--- src/rtl/keypad_code_map_autorepeat_top_macros.svh ---
// Assertion macros shared by the keypad repeat blocks.
// Each macro samples on the rising edge of clk and is disabled while rst is high.
`ifndef KEYPAD_CODE_MAP_AUTOREPEAT_TOP_MACROS_SVH
`define KEYPAD_CODE_MAP_AUTOREPEAT_TOP_MACROS_SVH

`ifndef SYNTHESIS
// Same-cycle implication.
`define KCMA_ASSERT_NOW(label, ante, cons, msg) \
  label: assert property (@(posedge clk) disable iff (rst) (ante) |-> (cons)) \
    else $error(msg);
// Next-cycle implication.
`define KCMA_ASSERT_NEXT(label, ante, cons, msg) \
  label: assert property (@(posedge clk) disable iff (rst) (ante) |=> (cons)) \
    else $error(msg);
`else
`define KCMA_ASSERT_NOW(label, ante, cons, msg)
`define KCMA_ASSERT_NEXT(label, ante, cons, msg)
`endif

`endif

--- src/rtl/kcma_pkg.sv ---
`default_nettype none

package kcma_pkg;

  // Timer width and the width used to compare timers against the registers.
  localparam int TIME_BITS = 16;
  localparam int CFG_BITS = 16;
  localparam int CMP_BITS = (TIME_BITS > CFG_BITS) ? TIME_BITS : CFG_BITS;

  localparam int MAP_SIZE = 17;
  localparam int CODE_BITS = 10;
  localparam int BUTTON_BITS = 5;
  localparam int ETYPE_BITS = 5;
  localparam int VALUE_BITS = 2;
  localparam int CFG_INDEX_BITS = 4;

  localparam logic [BUTTON_BITS-1:0] DIR_FIRST = BUTTON_BITS'(11);
  localparam logic [BUTTON_BITS-1:0] DIR_LAST = BUTTON_BITS'(14);

  localparam logic [ETYPE_BITS-1:0] EV_KEY = ETYPE_BITS'(1);
  localparam logic [VALUE_BITS-1:0] KEY_RELEASE = VALUE_BITS'(0);
  localparam logic [VALUE_BITS-1:0] KEY_PRESS = VALUE_BITS'(1);

  localparam logic [CFG_INDEX_BITS-1:0] CFG_REPEAT_DELAY = CFG_INDEX_BITS'(0);
  localparam logic [CFG_INDEX_BITS-1:0] CFG_REPEAT_PERIOD = CFG_INDEX_BITS'(1);

  localparam logic [CFG_BITS-1:0] RESET_DELAY = CFG_BITS'(300);
  localparam logic [CFG_BITS-1:0] RESET_PERIOD = CFG_BITS'(80);

  typedef enum logic {
    CMD_EVENT = 1'b0,
    CMD_TICK  = 1'b1
  } cmd_t;

  // Scan code of each button, by button index.
  localparam logic [CODE_BITS-1:0] CODE_TABLE [MAP_SIZE] = '{
    10'd57, 10'd29, 10'd42, 10'd56, 10'd15, 10'd14, 10'd18, 10'd20, 10'd97,
    10'd28, 10'd1, 10'd103, 10'd108, 10'd105, 10'd106, 10'd115, 10'd114
  };

  // Request after the input register.
  typedef struct packed {
    logic                   cmd;
    logic [ETYPE_BITS-1:0]  event_type;
    logic [CODE_BITS-1:0]   key_code;
    logic [VALUE_BITS-1:0]  key_value;
  } request_t;

  // Decoded key event.
  typedef struct packed {
    logic                   key_ok;
    logic                   press;
    logic [BUTTON_BITS-1:0] button;
  } key_dec_t;

  typedef struct packed {
    logic [BUTTON_BITS-1:0] button;
    logic                   pressed;
    logic                   is_repeat;
  } result_t;

endpackage

`default_nettype wire

--- src/rtl/keypad_code_map_autorepeat_top.sv ---
// Channel  Direction  Payload                                  Handshake
// in       request    cmd, event_type, key_code, key_value     in_valid / in_ready
// out      result     button, pressed, is_repeat               out_valid / out_ready
// cfg      write      cfg_index, cfg_data                      cfg_valid / cfg_ready
//
// One request per cycle while the output buffer has room: a request is held in the input
// register, then the table compare and timer update write its result, if any, into a
// two-entry output buffer. The buffer holds up to two results while out_ready is low;
// when it is full, the request waits in the input register and in_ready drops.
// Reset (rst, synchronous) restores delay 300 and period 80 and drops any held button.
// Configuration writes are always taken (cfg_ready stays high).
`default_nettype none

module keypad_code_map_autorepeat_top (
  input  var logic                                 clk,
  input  var logic                                 rst,
  input  var logic                                 in_valid,
  output var logic                                 in_ready,
  input  var logic                                 cmd,
  input  var logic [kcma_pkg::ETYPE_BITS-1:0]     event_type,
  input  var logic [kcma_pkg::CODE_BITS-1:0]      key_code,
  input  var logic [kcma_pkg::VALUE_BITS-1:0]     key_value,
  output var logic                                 out_valid,
  input  var logic                                 out_ready,
  output var logic [kcma_pkg::BUTTON_BITS-1:0]    button,
  output var logic                                 pressed,
  output var logic                                 is_repeat,
  input  var logic                                 cfg_valid,
  output var logic                                 cfg_ready,
  input  var logic [kcma_pkg::CFG_INDEX_BITS-1:0] cfg_index,
  input  var logic [kcma_pkg::CFG_BITS-1:0]       cfg_data
);
  import kcma_pkg::*;

  logic     req_valid;
  request_t req;
  logic     advance;
  logic     space;
  key_dec_t dec;
  logic     res_valid;
  result_t  res;
  result_t  out_data;

  // Advance the held request whenever the buffer has room for its possible result.
  assign advance   = req_valid && space;
  assign in_ready  = !req_valid || space;
  assign cfg_ready = 1'b1;

  always_ff @(posedge clk) begin
    if (rst) begin
      req_valid <= 1'b0;
    end else if (in_ready) begin
      req_valid <= in_valid;
    end
  end

  // Capture the request payload; hold it while stalled.
  always_ff @(posedge clk) begin
    if (in_valid && in_ready) begin
      req.cmd        <= cmd;
      req.event_type <= event_type;
      req.key_code   <= key_code;
      req.key_value  <= key_value;
    end
  end

  kcma_decode u_decode (
    .req (req),
    .dec (dec)
  );

  kcma_repeat u_repeat (
    .clk       (clk),
    .rst       (rst),
    .cfg_we    (cfg_valid && cfg_ready),
    .cfg_index (cfg_index),
    .cfg_data  (cfg_data),
    .advance   (advance),
    .req       (req),
    .dec       (dec),
    .res_valid (res_valid),
    .res       (res)
  );

  kcma_out_buf u_out_buf (
    .clk       (clk),
    .rst       (rst),
    .push      (advance && res_valid),
    .push_data (res),
    .space     (space),
    .out_valid (out_valid),
    .out_ready (out_ready),
    .out_data  (out_data)
  );

  assign button    = out_data.button;
  assign pressed   = out_data.pressed;
  assign is_repeat = out_data.is_repeat;

endmodule

`default_nettype wire

--- src/rtl/kcma_decode.sv ---
`default_nettype none

module kcma_decode (
  input  var kcma_pkg::request_t req,
  output var kcma_pkg::key_dec_t dec
);
  import kcma_pkg::*;

  logic [MAP_SIZE-1:0]    match;
  logic [BUTTON_BITS-1:0] idx;

  // Compare against every table entry at once; codes in the table are distinct.
  always_comb begin
    idx = '0;
    for (int i = 0; i < MAP_SIZE; i++) begin
      match[i] = (CODE_TABLE[i] == req.key_code);
      if (match[i]) begin
        idx = idx | BUTTON_BITS'(i);
      end
    end
  end

  always_comb begin
    dec.key_ok = (req.event_type == EV_KEY) && (req.key_value <= KEY_PRESS) && (|match);
    dec.press  = (req.key_value == KEY_PRESS);
    dec.button = idx;
  end

endmodule

`default_nettype wire

--- src/rtl/kcma_repeat.sv ---
`default_nettype none

`include "keypad_code_map_autorepeat_top_macros.svh"

module kcma_repeat (
  input  var logic                                   clk,
  input  var logic                                   rst,
  input  var logic                                   cfg_we,
  input  var logic [kcma_pkg::CFG_INDEX_BITS-1:0]   cfg_index,
  input  var logic [kcma_pkg::CFG_BITS-1:0]         cfg_data,
  input  var logic                                   advance,
  input  var kcma_pkg::request_t                     req,
  input  var kcma_pkg::key_dec_t                     dec,
  output var logic                                   res_valid,
  output var kcma_pkg::result_t                      res
);
  import kcma_pkg::*;

  logic [CFG_BITS-1:0]    repeat_delay_ms;
  logic [CFG_BITS-1:0]    repeat_period_ms;
  logic                   held_valid;
  logic [BUTTON_BITS-1:0] held_button;
  logic [TIME_BITS-1:0]   since_press;
  logic [TIME_BITS-1:0]   since_repeat;

  logic                   held_valid_next;
  logic [BUTTON_BITS-1:0] held_button_next;
  logic [TIME_BITS-1:0]   since_press_next;
  logic [TIME_BITS-1:0]   since_repeat_next;

  logic [TIME_BITS-1:0]   press_inc;
  logic [TIME_BITS-1:0]   repeat_inc;
  logic                   fire;

  always_ff @(posedge clk) begin
    if (rst) begin
      repeat_delay_ms  <= RESET_DELAY;
      repeat_period_ms <= RESET_PERIOD;
    end else if (cfg_we) begin
      unique case (cfg_index)
        CFG_REPEAT_DELAY:  repeat_delay_ms <= cfg_data;
        CFG_REPEAT_PERIOD: repeat_period_ms <= cfg_data;
        default: ;
      endcase
    end
  end

  // Saturating timers.
  assign press_inc  = (&since_press) ? since_press : since_press + 1'b1;
  assign repeat_inc = (&since_repeat) ? since_repeat : since_repeat + 1'b1;
  assign fire = (CMP_BITS'(press_inc) >= CMP_BITS'(repeat_delay_ms))
             && (CMP_BITS'(repeat_inc) >= CMP_BITS'(repeat_period_ms));

  always_comb begin
    held_valid_next   = held_valid;
    held_button_next  = held_button;
    since_press_next  = since_press;
    since_repeat_next = since_repeat;
    res_valid         = 1'b0;
    res.button        = dec.button;
    res.pressed       = dec.press;
    res.is_repeat     = 1'b0;
    if (req.cmd == CMD_TICK) begin
      res.button  = held_button;
      res.pressed = 1'b1;
      if (held_valid) begin
        since_press_next  = press_inc;
        since_repeat_next = fire ? '0 : repeat_inc;
        res_valid         = fire;
        res.is_repeat     = 1'b1;
      end
    end else if (dec.key_ok) begin
      res_valid = 1'b1;
      if (dec.press) begin
        if (dec.button >= DIR_FIRST && dec.button <= DIR_LAST) begin
          held_valid_next   = 1'b1;
          held_button_next  = dec.button;
          since_press_next  = '0;
          since_repeat_next = '0;
        end
      end else if (held_valid && held_button == dec.button) begin
        held_valid_next = 1'b0;
      end
    end
  end

  always_ff @(posedge clk) begin
    if (rst) begin
      held_valid   <= 1'b0;
      held_button  <= '0;
      since_press  <= '0;
      since_repeat <= '0;
    end else if (advance) begin
      held_valid   <= held_valid_next;
      held_button  <= held_button_next;
      since_press  <= since_press_next;
      since_repeat <= since_repeat_next;
    end
  end

  `KCMA_ASSERT_NOW(a_held_is_direction, held_valid,
    held_button >= DIR_FIRST && held_button <= DIR_LAST, "held button is not a direction")
  `KCMA_ASSERT_NEXT(a_repeat_restarts, advance && res_valid && res.is_repeat,
    since_repeat == '0, "repeat timer did not restart after a repeat")
  `KCMA_ASSERT_NOW(a_repeat_needs_hold, res_valid && res.is_repeat,
    held_valid && res.pressed, "repeat emitted without a held button")

endmodule

`default_nettype wire

--- src/rtl/kcma_out_buf.sv ---
`default_nettype none

`include "keypad_code_map_autorepeat_top_macros.svh"

module kcma_out_buf (
  input  var logic              clk,
  input  var logic              rst,
  input  var logic              push,
  input  var kcma_pkg::result_t push_data,
  output var logic              space,
  output var logic              out_valid,
  input  var logic              out_ready,
  output var kcma_pkg::result_t out_data
);
  import kcma_pkg::*;

  result_t     entry [2];
  logic        wr_ptr;
  logic        rd_ptr;
  logic [1:0]  count;
  logic        pop;

  // Two entries: space depends on registers only, so ready never waits on out_ready.
  assign space     = (count != 2'd2);
  assign out_valid = (count != 2'd0);
  assign out_data  = entry[rd_ptr];
  assign pop       = out_valid && out_ready;

  always_ff @(posedge clk) begin
    if (push) begin
      entry[wr_ptr] <= push_data;
    end
  end

  always_ff @(posedge clk) begin
    if (rst) begin
      wr_ptr <= 1'b0;
      rd_ptr <= 1'b0;
      count  <= 2'd0;
    end else begin
      if (push) begin
        wr_ptr <= ~wr_ptr;
      end
      if (pop) begin
        rd_ptr <= ~rd_ptr;
      end
      count <= count + {1'b0, push} - {1'b0, pop};
    end
  end

  `KCMA_ASSERT_NOW(a_no_push_when_full, push, count != 2'd2, "result pushed into full buffer")
  `KCMA_ASSERT_NOW(a_count_bound, 1'b1, count <= 2'd2, "result count out of range")
  `KCMA_ASSERT_NOW(a_ptr_count, 1'b1,
    (count == 2'd1) == (wr_ptr != rd_ptr), "pointers disagree with result count")

endmodule

`default_nettype wire

--- config.mk ---
export PLATFORM = sky130hd
export DESIGN_NAME = keypad_code_map_autorepeat_top
export DESIGN_NICKNAME = d
export VERILOG_FILES = /design/src/rtl/kcma_pkg.sv /design/src/rtl/keypad_code_map_autorepeat_top.sv /design/src/rtl/kcma_decode.sv /design/src/rtl/kcma_repeat.sv /design/src/rtl/kcma_out_buf.sv
export VERILOG_INCLUDE_DIRS = /design/src /design/src/rtl
export SDC_FILE = /design/constraint.sdc
export NUM_CORES = 1
export LEC_CHECK = 0
export CAP_MARGIN = 5
export CORE_UTILIZATION = 70
export CTS_BUF_LIST = sky130_fd_sc_hd__clkbuf_8
export CTS_CLUSTER_DIAMETER = 50
export DETAILED_ROUTE_END_ITERATION = 10
export DONT_BUFFER_PORTS = 1
export PLACE_DENSITY = 0.92
export SLEW_MARGIN = 25
export SYNTH_ARGS = -nofsm -noshare
export SYNTH_HDL_FRONTEND = slang
export SYNTH_SLANG_ARGS = --single-unit
--- constraint.sdc ---
create_clock -name clk -period 10.95 [get_ports clk]
set_input_delay 0 -clock clk [delete_from_list [all_inputs] [get_ports clk]]
set_output_delay 0 -clock clk [all_outputs]
set_load 0.05 [all_outputs]
==> results_tabular.tex <==
\begin{tabular}{lr}
\hline
Metric & Value \\
\hline
\multicolumn{2}{l}{\textbf{Clocking}} \\
Post-CTS Setup Bufs & 0 \\
Latest clock arrival within the worst-skew pair & 0.39 ns \\
Total of cells resized after clock tree synthesis & 0 \\
Clock tree from TritonCTS & yes \\
Clock-pin slew of the registers on the worst-case setup and hold paths & 0.11 ns \\
Sink count of the clock tree & 108 \\
CTS H-tree lvls & 3 \\
Number of CTS-inserted buffers & 9 \\
Root buffer selected by CTS & sky130\_fd\_sc\_hd\_\_clkbuf\_8 \\
Maximum clock insertion buffer count & 2 \\
\multicolumn{2}{l}{\textbf{Detailed routing}} \\
Via-to-Cell Ratio & $\sim$6.4 \\
TritonRoute pass-1 iters & 6 \\
Wirelength, routed & between 10000 and 15000 µm \\
Drt initial violations & 496 \\
WL/cell & about 18 µm \\
Vias post-DR & around 5300 \\
Residual DRC & 0 \\
Count of antenna-violating nets left after detailed routing & 0 \\
\multicolumn{2}{l}{\textbf{Floorplan}} \\
Die ar. & approximately 0.009 mm² \\
\# rows & 33 \\
Die span in x & 94.7 µm \\
Area inside the core boundary & 0.00826 mm² \\
Count of boundary I/O pins & 53 \\
Die height & 94.7 µm \\
Initial standard-cell utilization of the core & 72.8\% \\
\multicolumn{2}{l}{\textbf{Power}} \\
Reg power frac & 57.0\% \\
Internal cell power & 0.546 mW \\
Pwr Density & 117 mW/mm² \\
Fraction of power consumed by the clock network & 30.3\% \\
Share of power burned in combinational logic & 12.7\% \\
Static leakage power & 2.44 nW \\
Switching share of power & 29.3\% \\
Switching power of the nets & between 0.2 and 0.25 mW \\
VDD IR max & 0.000108 V \\
\multicolumn{2}{l}{\textbf{Layout}} \\
Fraction of layout instances using a drive strength above 1 & 7.02\% \\
Net count, final & 786 \\
Synth-to-layout area growth & 9.85\% \\
Share of the core filled with cells in the final layout & 80.0\% \\
\multicolumn{2}{l}{\textbf{Worst setup path}} \\
Crit Reg-Reg Startpoint & u\_repeat.since\_press[4]\$\_SDFFE\_PP0P\_ \\
Critical-path maximum fanout & 9 \\
CP Data Required Time & about 11 ns \\
Reg-to-reg slack, setup & 6.36 ns \\
Kind of launch point of the worst setup path & flip-flop \\
Register-to-Register Path Depth & 18 \\
Setup CP Type & flip-flop to flip-flop \\
Endpoint class of the critical path & flip-flop \\
Origin of the worst setup path & u\_repeat.since\_press[4]\$\_SDFFE\_PP0P\_ \\
Data arrival time of the critical path & 4.86 ns \\
\multicolumn{2}{l}{\textbf{Place}} \\
Placement Setup Slack & $\sim$6.6 ns \\
Count of buffers inserted at the top-level ports & 0 \\
Global placement routability congestion & 0.910 \\
Detailed placement HPWL & $\sim$9600 µm \\
\multicolumn{2}{l}{\textbf{Yosys}} \\
Synth Flop Type & sky130\_fd\_sc\_hd\_\_dfxtp\_1 \\
Cell area after synthesis & 0.00601 mm² \\
Number of flops mapped to enable cells by yosys & 32 \\
Share of the yosys chip area belonging to registers & 41.3\% \\
Syn. warnings & 0 \\
Proportion of netlist area held by the largest area contributor & 25.3\% \\
Fraction of registers with async set or reset after synthesis & 0\% \\
Synth Instances & 689 \\
Mean Syn Cell Area & 8.72 µm² \\
Mapped Nets & between 700 and 800 \\
Post-synth top area cell & sky130\_fd\_sc\_hd\_\_dfxtp\_1 \\
Post-synth cell types & 60 \\
Cells taking the most area after synthesis & sky130\_fd\_sc\_hd\_\_dfxtp\_1, sky130\_fd\_sc\_hd\_\_edfxtp\_1, sky130\_fd\_sc\_hd\_\_ha\_1 \\
Register bit total from synthesis & 108 \\
\multicolumn{2}{l}{\textbf{Timing}} \\
Final-report setup violation count & 0 \\
Setup Skew & 0.0165 ns \\
Post-route setup slack & between 6 and 7 ns \\
Rel. slew slack & $\sim$33\% \\
Fmax & 218 MHz \\
Worst-margin pin slew & 1.00 ns \\
Final clock period utilization by the worst path & a little over two fifths \\
Clock period minus worst slack & 4.59 ns \\
Count of final hold-check violations & 0 \\
Sum of negative setup slack & 0 ns \\
Max Transition Viols Final & 0 \\
Unrepaired setup endpoints after global routing & false \\
\multicolumn{2}{l}{\textbf{GRT}} \\
Pin count of the biggest net entering global routing & 66 \\
Via count of the first global-routing pass & slightly above 5000 \\
Number of antenna violations at the first check in global routing & 1 \\
Global-route wire length before repair & 23700 µm \\
All-Layer GR Usage & 34.7\% \\
Total gr overflow & 0 \\
\multicolumn{2}{l}{\textbf{Hold path}} \\
Origin of the worst min-delay path & cfg\_index[1] \\
Hold Path Stages & 4 \\
Hold/Removal Path Class & input pin to flip-flop \\
\multicolumn{2}{l}{\textbf{Outcome}} \\
Outcome & finished clean \\
\multicolumn{2}{l}{\textbf{Job}} \\
Number of max-cap violations & 0 \\
\hline
\end{tabular}
-- synthesized netlist by cell type (3+ instances only) --
| library cell | instances |
|---|---|
| sky130_fd_sc_hd__a2111oi_0 | 3 |
| sky130_fd_sc_hd__a211oi_1 | 7 |
| sky130_fd_sc_hd__a21o_1 | 5 |
| sky130_fd_sc_hd__a21oi_1 | 63 |
| sky130_fd_sc_hd__a22oi_1 | 4 |
| sky130_fd_sc_hd__a311oi_1 | 3 |
| sky130_fd_sc_hd__a31oi_1 | 8 |
| sky130_fd_sc_hd__and2_1 | 8 |
| sky130_fd_sc_hd__and3_1 | 4 |
| sky130_fd_sc_hd__and4_1 | 6 |
| sky130_fd_sc_hd__buf_2 | 5 |
| sky130_fd_sc_hd__buf_4 | 3 |
| sky130_fd_sc_hd__clkbuf_1 | 23 |
| sky130_fd_sc_hd__dfxtp_1 | 76 |
| sky130_fd_sc_hd__edfxtp_1 | 32 |
| sky130_fd_sc_hd__ha_1 | 36 |
| sky130_fd_sc_hd__inv_1 | 41 |
| sky130_fd_sc_hd__mux2_2 | 18 |
| sky130_fd_sc_hd__mux2i_1 | 6 |
| sky130_fd_sc_hd__nand2_1 | 114 |
| sky130_fd_sc_hd__nand2b_1 | 12 |
| sky130_fd_sc_hd__nand3_1 | 27 |
| sky130_fd_sc_hd__nand3b_1 | 5 |
| sky130_fd_sc_hd__nand4_1 | 11 |
| sky130_fd_sc_hd__nor2_1 | 37 |
| sky130_fd_sc_hd__nor2b_1 | 4 |
| sky130_fd_sc_hd__nor3_1 | 13 |
| sky130_fd_sc_hd__nor3b_1 | 8 |
| sky130_fd_sc_hd__nor4_1 | 6 |
| sky130_fd_sc_hd__o211ai_1 | 12 |
| sky130_fd_sc_hd__o21a_1 | 4 |
| sky130_fd_sc_hd__o21ai_0 | 17 |
| sky130_fd_sc_hd__or2_2 | 3 |
| sky130_fd_sc_hd__or4_1 | 4 |
| sky130_fd_sc_hd__xnor2_1 | 19 |
| sky130_fd_sc_hd__xor2_1 | 13 |
-- kinds of logic after synthesis --
kind of cell / count (synthesis) / synth area share, %
AOI/OAI and AO/OA: 139 / 14.4
buffers and inverters: 76 / 5.16
DFF: 108 / 41.3
xor gates and xnor gates: 32 / 4.66
adders and majority gates: 36 / 7.49
other: 1 / 0.0624
muxes: 24 / 4.37
and+or+nand+nor: 273 / 22.5
-- metal layers --
metal | routed length [µm] | global-route usage (%) | up-vias | share of wire (%)
met5 | 0 | 0 | - | 0
met4 | 627 | 17.6 | 0 | 4.2
met3 | 1080 | 7.41 | 65 | 7.2
met2 | 7410 | 60.6 | 269 | 50
met1 | 5820 | 39.8 | 2458 | 39
li1 | - | - | 2468 | -
-- registers in the layout, indices dropped and copies added (netlist names), named ones only --
| register | flops |
|---|---|
| req | 18 |
| u_repeat.repeat_delay_ms | 16 |
| u_repeat.repeat_period_ms | 16 |
| u_repeat.since_press | 16 |
| u_repeat.since_repeat | 16 |
| u_out_buf.entry | 14 |
| u_repeat.held_button | 5 |
| u_out_buf.count | 2 |
| req_valid | 1 |
| u_out_buf.rd_ptr | 1 |
| u_out_buf.wr_ptr | 1 |
| u_repeat.held_valid | 1 |
-- path summary, 6_finish.rpt --
| check | endpoint |
|---|---|
| setup / recovery | u_out_buf.count[1]$_SDFF_PP0_ |
| hold / removal | u_repeat.repeat_delay_ms[0]$_SDFFE_PP0P_ |
| hold reg to reg | u_repeat.repeat_period_ms[15]$_SDFFE_PP0P_ |
| setup reg to reg | u_out_buf.count[1]$_SDFF_PP0_ |
-- power groups by stage --
stage               sequential [mW]  clock [mW]  combinational (mW)
finish                        0.440       0.234              0.0979
global route                  0.442       0.252               0.103
CTS                           0.439       0.232              0.0960
detailed placement            0.448           0              0.0790
global placement              0.447           0              0.0762
floorplan                     0.438           0              0.0791
-- final cells by class --
type / instances / area [µm²]
antenna: 1 / 2.50
multi-input combinational: 505 / 3220
timing repair buffer: 41 / 423
clock buffer: 9 / 124
fill: 506 / 1660
clock inverter: 7 / 57.6
sequential: 108 / 2480
inverter: 42 / 158
tap: 105 / 131
-- cells in the final DEF (no fill, tap or decap), types with 6 or more instances in the layout --
cell type / netlist / final
sky130_fd_sc_hd__o21ai_0: 17 / 17
sky130_fd_sc_hd__nor3b_1: 8 / 8
sky130_fd_sc_hd__o211ai_1: 12 / 12
sky130_fd_sc_hd__ha_1: 36 / 36
sky130_fd_sc_hd__a21oi_1: 63 / 63
sky130_fd_sc_hd__clkbuf_8: 0 / 9
sky130_fd_sc_hd__mux2i_1: 6 / 6
sky130_fd_sc_hd__edfxtp_1: 32 / 32
sky130_fd_sc_hd__and2_1: 8 / 8
sky130_fd_sc_hd__nand3_1: 27 / 27
sky130_fd_sc_hd__a211oi_1: 7 / 7
sky130_fd_sc_hd__nand2b_1: 12 / 12
sky130_fd_sc_hd__nand2_1: 114 / 114
sky130_fd_sc_hd__dfxtp_1: 76 / 76
sky130_fd_sc_hd__xor2_1: 13 / 13
sky130_fd_sc_hd__and4_1: 6 / 6
sky130_fd_sc_hd__nand4_1: 11 / 11
sky130_fd_sc_hd__inv_1: 41 / 41
sky130_fd_sc_hd__nor3_1: 13 / 13
sky130_fd_sc_hd__dlygate4sd3_1: 0 / 38
sky130_fd_sc_hd__a31oi_1: 8 / 8
sky130_fd_sc_hd__nor2_1: 37 / 37
sky130_fd_sc_hd__mux2_2: 18 / 18
sky130_fd_sc_hd__xnor2_1: 19 / 19
-- stage by stage --
stage | total power [mW] | cell area [µm²] | cells | hold WS [ns]
after floorplan | 0.517 | 6010 | 689 | 0.0989
after global placement | 0.524 | 6010 | 762 | 0.0754
after detailed placement | 0.527 | 6010 | 762 | 0.0762
after CTS | 0.767 | 6600 | 817 | 0.00420
after global routing | 0.797 | 6600 | 818 | 0.0180
final | 0.772 | 6600 | 818 | 0.0139
-- worst max-delay path: stages, from the launching register on --
cell and delay (ns):
sky130_fd_sc_hd__dfxtp_1 0.51, sky130_fd_sc_hd__and4_1 0.28, sky130_fd_sc_hd__nand3_2 0.16, sky130_fd_sc_hd__o31ai_2 0.60
sky130_fd_sc_hd__nor2_1 0.16, sky130_fd_sc_hd__xnor2_1 0.16, sky130_fd_sc_hd__ha_1 0.29, sky130_fd_sc_hd__a21o_1 0.12
sky130_fd_sc_hd__a211oi_1 0.10, sky130_fd_sc_hd__a2111oi_0 0.52, sky130_fd_sc_hd__o22a_1 0.31, sky130_fd_sc_hd__nand3_1 0.18
sky130_fd_sc_hd__and2_1 0.26, sky130_fd_sc_hd__ha_1 0.27, sky130_fd_sc_hd__inv_1 0.05, sky130_fd_sc_hd__ha_1 0.15
sky130_fd_sc_hd__xor2_1 0.18, sky130_fd_sc_hd__xnor2_1 0.14, sky130_fd_sc_hd__nor2_1 0.05
-- timing repair --
item                                   CTS  global route
endpoints found under the hold margin   89             0
setup endpoints to repair                0             0
hold buffers                            39             0
(Power assumes the default switching activity.)
